## config.mk

```make
export PLATFORM = sky130hd
export DESIGN_NAME = nit_ctrl
export DESIGN_NICKNAME = d
export VERILOG_FILES = /design/src/rtl/core/nit_pkg.sv /design/src/rtl/core/nit_ctrl.sv
export SDC_FILE = /design/constraint.sdc
export NUM_CORES = 1
export LEC_CHECK = 0
export CORE_UTILIZATION = 55
export DETAILED_ROUTE_END_ITERATION = 6
export DONT_BUFFER_PORTS = 1
export GPL_ROUTABILITY_DRIVEN = 0
export PLACE_DENSITY = 0.8
export SYNTH_ARGS = -nofsm -noshare
export SYNTH_HDL_FRONTEND = slang
export SYNTH_SLANG_ARGS = --single-unit
```

## constraint.sdc

```tcl
create_clock -name clk -period 1.9 [get_ports clk]
set_clock_uncertainty 0.1 [all_clocks]
set_input_delay 0.285 -clock clk [delete_from_list [all_inputs] [get_ports clk]]
set_output_delay 0.285 -clock clk [all_outputs]
set_load 0.02 [all_outputs]
```

## src/rtl/core/nit_pkg.sv

```systemverilog
`timescale 1ns / 1ps
// ----------------------------------------------------------------------------
// nit_pkg
// Shared types and constants of the name interning table: hash constants,
// result status codes, fixed result field widths, controller/datapath bundles.
// ----------------------------------------------------------------------------
package nit_pkg;

  localparam int unsigned HASH_K  = 41;
  localparam int unsigned HASH_K2 = HASH_K * HASH_K;
  localparam int unsigned HASH_K3 = HASH_K * HASH_K * HASH_K;

  localparam int unsigned UNIT_W   = 16;
  localparam int unsigned START_W  = 12;
  localparam int unsigned LENOUT_W = 7;
  localparam int unsigned ID_W     = 10;
  localparam int unsigned STATUS_W = 3;

  localparam logic [STATUS_W-1:0] ST_FOUND      = 3'd0;
  localparam logic [STATUS_W-1:0] ST_INSERTED   = 3'd1;
  localparam logic [STATUS_W-1:0] ST_TOO_LONG   = 3'd2;
  localparam logic [STATUS_W-1:0] ST_POOL_FULL  = 3'd3;
  localparam logic [STATUS_W-1:0] ST_TABLE_FULL = 3'd4;

  typedef struct packed {
    logic                clr_step;
    logic                take_unit;
    logic                take_empty;
    logic                mid_rd;
    logic                mul;
    logic                sum;
    logic                mod_step;
    logic                head_rd;
    logic                walk_init;
    logic                ent_rd;
    logic                idx_clr;
    logic                cmp_rd;
    logic                idx_inc;
    logic                follow;
    logic                copy_rd;
    logic                copy_wr;
    logic                commit;
    logic                res_load;
    logic [STATUS_W-1:0] res_st;
  } nit_cmd_t;

  typedef struct packed {
    logic clr_done;
    logic too_long;
    logic mod_done;
    logic chain_valid;
    logic len_eq;
    logic len_zero;
    logic char_eq;
    logic idx_last;
    logic copy_done;
    logic pool_full;
    logic table_full;
    logic out_free;
  } nit_sts_t;

endpackage

```

## src/rtl/core/nit_ctrl.sv

```systemverilog
`timescale 1ns / 1ps
// ----------------------------------------------------------------------------
// nit_ctrl
// Sequencer of the name interning table: collects units, then steps the
// datapath through hash, bucket reduction, chain walk, compare and insert.
// ----------------------------------------------------------------------------
module nit_ctrl (
  input  logic              clk,
  input  logic              rst_n,
  input  logic              in_valid,
  output logic              in_stall,
  input  logic              in_is_last,
  input  logic              in_empty_name,
  output nit_pkg::nit_cmd_t cmd,
  input  nit_pkg::nit_sts_t sts
);
  import nit_pkg::*;

  localparam logic [4:0] S_CLR     = 5'd0;
  localparam logic [4:0] S_COLLECT = 5'd1;
  localparam logic [4:0] S_MIDRD   = 5'd2;
  localparam logic [4:0] S_MUL     = 5'd3;
  localparam logic [4:0] S_SUM     = 5'd4;
  localparam logic [4:0] S_MOD     = 5'd5;
  localparam logic [4:0] S_HEADRD  = 5'd6;
  localparam logic [4:0] S_HEAD    = 5'd7;
  localparam logic [4:0] S_WALK    = 5'd8;
  localparam logic [4:0] S_ENT     = 5'd9;
  localparam logic [4:0] S_CMPRD   = 5'd10;
  localparam logic [4:0] S_CMPCK   = 5'd11;
  localparam logic [4:0] S_INS     = 5'd12;
  localparam logic [4:0] S_CPYRD   = 5'd13;
  localparam logic [4:0] S_CPYWR   = 5'd14;
  localparam logic [4:0] S_RES     = 5'd15;

  logic [4:0]          state_r, state_nxt;
  logic [STATUS_W-1:0] code_r, code_nxt;

  always_comb begin
    state_nxt = state_r;
    code_nxt  = code_r;
    cmd       = '0;
    in_stall  = 1'b1;
    unique case (state_r)
      S_CLR: begin
        cmd.clr_step = 1'b1;
        if (sts.clr_done) state_nxt = S_COLLECT;
      end
      S_COLLECT: begin
        in_stall = 1'b0;
        if (in_valid) begin
          if (in_empty_name) begin
            cmd.take_empty = 1'b1;
            state_nxt      = S_SUM;
          end else begin
            cmd.take_unit = 1'b1;
            if (in_is_last) state_nxt = S_MIDRD;
          end
        end
      end
      S_MIDRD: begin
        if (sts.too_long) begin
          code_nxt  = ST_TOO_LONG;
          state_nxt = S_RES;
        end else begin
          cmd.mid_rd = 1'b1;
          state_nxt  = S_MUL;
        end
      end
      S_MUL: begin
        cmd.mul   = 1'b1;
        state_nxt = S_SUM;
      end
      S_SUM: begin
        cmd.sum   = 1'b1;
        state_nxt = S_MOD;
      end
      S_MOD: begin
        if (sts.mod_done) state_nxt = S_HEADRD;
        else cmd.mod_step = 1'b1;
      end
      S_HEADRD: begin
        cmd.head_rd = 1'b1;
        state_nxt   = S_HEAD;
      end
      S_HEAD: begin
        cmd.walk_init = 1'b1;
        state_nxt     = S_WALK;
      end
      S_WALK: begin
        if (sts.chain_valid) begin
          cmd.ent_rd = 1'b1;
          state_nxt  = S_ENT;
        end else begin
          state_nxt = S_INS;
        end
      end
      S_ENT: begin
        if (!sts.len_eq) begin
          cmd.follow = 1'b1;
          state_nxt  = S_WALK;
        end else if (sts.len_zero) begin
          code_nxt  = ST_FOUND;
          state_nxt = S_RES;
        end else begin
          cmd.idx_clr = 1'b1;
          state_nxt   = S_CMPRD;
        end
      end
      S_CMPRD: begin
        cmd.cmp_rd = 1'b1;
        state_nxt  = S_CMPCK;
      end
      S_CMPCK: begin
        if (!sts.char_eq) begin
          cmd.follow = 1'b1;
          state_nxt  = S_WALK;
        end else if (sts.idx_last) begin
          code_nxt  = ST_FOUND;
          state_nxt = S_RES;
        end else begin
          cmd.idx_inc = 1'b1;
          state_nxt   = S_CMPRD;
        end
      end
      S_INS: begin
        if (sts.pool_full) begin
          code_nxt  = ST_POOL_FULL;
          state_nxt = S_RES;
        end else if (sts.table_full) begin
          code_nxt  = ST_TABLE_FULL;
          state_nxt = S_RES;
        end else begin
          cmd.idx_clr = 1'b1;
          state_nxt   = S_CPYRD;
        end
      end
      S_CPYRD: begin
        if (sts.copy_done) begin
          code_nxt  = ST_INSERTED;
          state_nxt = S_RES;
        end else begin
          cmd.copy_rd = 1'b1;
          state_nxt   = S_CPYWR;
        end
      end
      S_CPYWR: begin
        cmd.copy_wr = 1'b1;
        state_nxt   = S_CPYRD;
      end
      S_RES: begin
        cmd.res_st = code_r;
        if (sts.out_free) begin
          cmd.res_load = 1'b1;
          cmd.commit   = (code_r == ST_INSERTED);
          state_nxt    = S_COLLECT;
        end
      end
      default: begin
        state_nxt = S_CLR;
      end
    endcase
  end

  always_ff @(posedge clk) begin
    if (!rst_n) begin
      state_r <= S_CLR;
      code_r  <= ST_FOUND;
    end else begin
      state_r <= state_nxt;
      code_r  <= code_nxt;
    end
  end

endmodule

```

Word level (Yosys, flattened, before mapping)
Index checks and enable logic that the tools add are counted.

word-level totals
  input bits = 17
  logic and storage cells = 92
  output and inout bits = 22
  flip-flop bits (word level) = 8

cells by class
  multiplexer cells = 58
  reduce and logical (&&, ||, !) cells = 4
  eq/ne operators = 28

operators by type and width
  kind                  count
  $pmux W5 S16          1
  $mux W5               9
  $eq A5 B4 Y1 const B  8
  $mux W3               11
  $mux W1               28
  $eq A5 B3 Y1 const B  4
  $ne A2 B2 Y1 const B  10
  $pmux W3 S5           1
  $eq A5 B2 Y1 const B  2
  $mux W2               5
  $reduce_and A8 Y1     1
  $ne A3 B3 Y1 const B  2
  $eq A5 B1 Y1 const B  1
  $logic_not A5 Y1      1
  $reduce_and A5 Y1     1
  $reduce_bool A5 Y1    1
  $mux W4               1
  $pmux W1 S2           2
  $eq A3 B1 Y1 const B  1

Depth between registers and ports, before layout
  word-level depth = 4
  gate-level depth with buffers = 7
  depth with buffers taken out = 4

Worst setup path before layout
Ideal clock, no wire load.

  path kind = flip-flop to output port
  from = register state_r[0]
  to = output cmd[4] (netlist bit)
  data required time = 1.515 ns
  slack = -0.167 ns
  arrival = 1.682 ns
  cell stages (with the launch flop) = 6
  path buffers = 2
  cells stage by stage = dfxtp_1 > buf_2 > clkbuf_1 > nand2_1 > nor3_1 > and3_1

RTL lines
  what                      line             RTL
  start: declaration        nit_ctrl.sv:36   logic [4:0] state_r, state_nxt;
  start signal: assignment  nit_ctrl.sv:170  state_r <= state_nxt;
  end: declaration          nit_ctrl.sv:14   output nit_pkg::nit_cmd_t cmd,

==> metrics.md <==
| Metric | Value |
|---|---|
| Fin cells | 165 |
| Total power | between 1.5 and 2 mW |
| Mapped Cells | 120 |
| Distinct cells, synth | 49 |
| Worst setup SP type | flop |
| Worst Path Arrival | 1.57 ns |
| Reg-to-reg setup timing slack | ~0.050 ns |
| Top sig layer | met4 |
| Share of layout cells above drive strength 1 | 0.373 |
| Register area share after synthesis | 0.170 |
| Residual DRC | 0 |
| Fin nets | 168 |
| Mapped cell area | 826 um2 |
| Slew Limit Fails | 0 |
| Clock root cell | clkbuf_4 |
| Via count | approximately 1200 |
| IO buf count | 0 |
| Clock transition at the registers of the reported paths | 0.06 ns |
| Critical path peak fanout | 6 |
| Most frequent cells in the layout | buf_4 (35), nand2_1 (14), nor2_1 (9), o21ai_0 (9), nor3_1 (7) |
| Core area | 1350 um2 |
| Unrepaired setup endpoints after global routing | true |
| Worst-Margin Slew | 0.447 ns |
| Vias in the first global route | 822 |
| N_diodes | 0 |
| Failing checks | negative setup slack |
| Max clock buf depth | 2 |
| Net Count, Synth | 137 |
| Hold Slack | about 0.044 ns |
| Status | finished with violations |
| Critical Path RT | 1.51 ns |
| Worst rel slew slack | 0.701 |
| Routed met1 length | 1230 um |
| Post-detail-place hpwl | 1970 um |
| WS Path Type | flop to output port |
| Crit. End Element | output port |
| Post-synth EDFFs | 0 |
| Ys async rst share | 0 |
| Initial antenna violation count | 0 |
| Max-Cap Viols | 0 |
| Most used DFF post-synth | dfxtp_1 |
| Row count | 13 |
| Final Hold Vio Count | 0 |
| Hold buffers post-CTS | 0 |
| Avg WL per Cell | 20.4 um |
| Post-synthesis register bit count | 7 |
| Hold Crit Class | input port to flop |
| Fin worst setup slack | -0.0594 ns |
| Setup Viol. Count Final | 1 |
| Most common cell after layout, fill and taps aside | buf_4 |
| Leakage power | ~0.48 nW |
| Cell area power density | 1470 nW/um2 |
| Fillers | 71 |
| Placed Instances | 152 |
| VDD IR max | between 0.001 and 0.0015 V |
| Die Wd | 40.8 um |
| Routed Wire Length | about 3400 um |
| DR pass1 iterations | 5 |
| Synth Area per Inst | 6.88 um2 |
| Starting density of the core | 0.612 |
| Fin crit period | 1.96 ns |
| Detail Route met2 WL | 1540 um |
| Clock Latency Late Sink | 0.27 ns |
| Max frequency | 510 MHz |
| Synthesis-to-layout area growth | 41.1% |
| IO Pins | 39 |
| Initial DRC Count | 80 |
| DR WL met3 | 419 um |
| CTS tree | yes |
| Synth Warn # | 0 |
| Post-route ant nets | 0 |
| Clk sink count | 7 |
| Vias per cell | roughly 7.0 |
| First-pass GRT wire length | about 3800 um |
| Largest net degree at the start of global routing | 16 |
| Total track usage | 0.353 |
| Die Y | 40.8 um |
| Global route overflow | 0 |
| Die area | 1660 um2 |
| H-tree depth | 1 |
| Num CTS Buffers | 3 |
| Final Cycle Share | 1.03 |
state kept, by name, summed over array words and instances (netlist names):
name	cells
code_r	3
state_r	4
cell type report:
class / count / area, um2 / share of cell area
multi-input cells: 95 / 628 / 0.539
repair buffers: 38 / 314 / 0.270
flip-flops and latches: 7 / 155 / 0.133
clock buffers: 4 / 26.3 / 0.0226
inverters: 6 / 22.5 / 0.0193
well taps: 15 / 18.8 / 0.0161
logic make-up (layout without fill, tap and decap cells):
| logic type | after synthesis | count (layout) | share of synthesized area |
|---|---|---|---|
| buf+inv | 18 | 48 | 0.103 |
| compound gates | 32 | 32 | 0.276 |
| simple gates | 60 | 60 | 0.415 |
| mux | 3 | 3 | 0.0364 |
| flops | 7 | 7 | 0.170 |
synthesized netlist by cell type, types with 3 or more instances:
library cell,count,area (um2)
nand2_1,14,52.6
nor2_1,9,33.8
o21ai_0,9,45.0
nor3_1,8,40.0
clkbuf_1,7,26.3
dfxtp_1,7,140
inv_1,6,22.5
and2_1,4,25.0
nor2b_1,4,25.0
mux2i_1,3,30.0
critical path, stage by stage, from the launching register on:
cell,delay [ns]
dfxtp_4,0.37
buf_12,0.14
nor4b_4,0.28
buf_4,0.17
nand2_1,0.06
nor2_1,0.12
buf_4,0.15
timing repair:
item | 4_1_cts | 5_1_grt
gates resized for setup | 8 | 9
pin swaps | 0 | 3
setup endpoints to repair | 9 | 8
cloned | 0 | 0
buffers inserted | 0 | 9
worst paths after layout:
path	end	cells after the start	from
worst min register to register	code_r[0]$_SDFFE_PN0P_	2	code_r[0]$_SDFFE_PN0P_
worst min-delay path	state_r[0]$_SDFFE_PN0P_	2	rst_n
worst max register to register	state_r[1]$_SDFFE_PN0P_	6	state_r[1]$_SDFFE_PN0P_
worst max-delay path	cmd[19]	6	state_r[1]$_SDFFE_PN0P_
report_power, final:
group          internal (mW)  switching [mW]
logic                  0.605           0.653
clock network         0.0806          0.0625
registers              0.212          0.0946
per-layer routing:
| metal | up-vias | global-route usage |
|---|---|---|
| met4 | 0 | 0.125 |
| met2 | 107 | 0.603 |
| met1 | 520 | 0.410 |
| met3 | 25 | 0.109 |
| li1 | 501 | - |
| met5 | - | 0 |
stage by stage:
| stage | setup WS [ns] | TNS (ns) | instance area (um2) | utilization |
|---|---|---|---|---|
| detailed placement | 0.0641 | 0 | 1020 | 0.753 |
| floorplan | 0.0122 | 0 | 842 | - |
| CTS | -0.0160 | -0.0160 | 1060 | 0.787 |
| global placement | 0.128 | 0 | 1020 | 0.753 |
| finish | -0.0594 | -0.0594 | 1160 | 0.863 |
| global route | -0.102 | -0.236 | 1160 | 0.863 |
(Power assumes the default switching activity.)
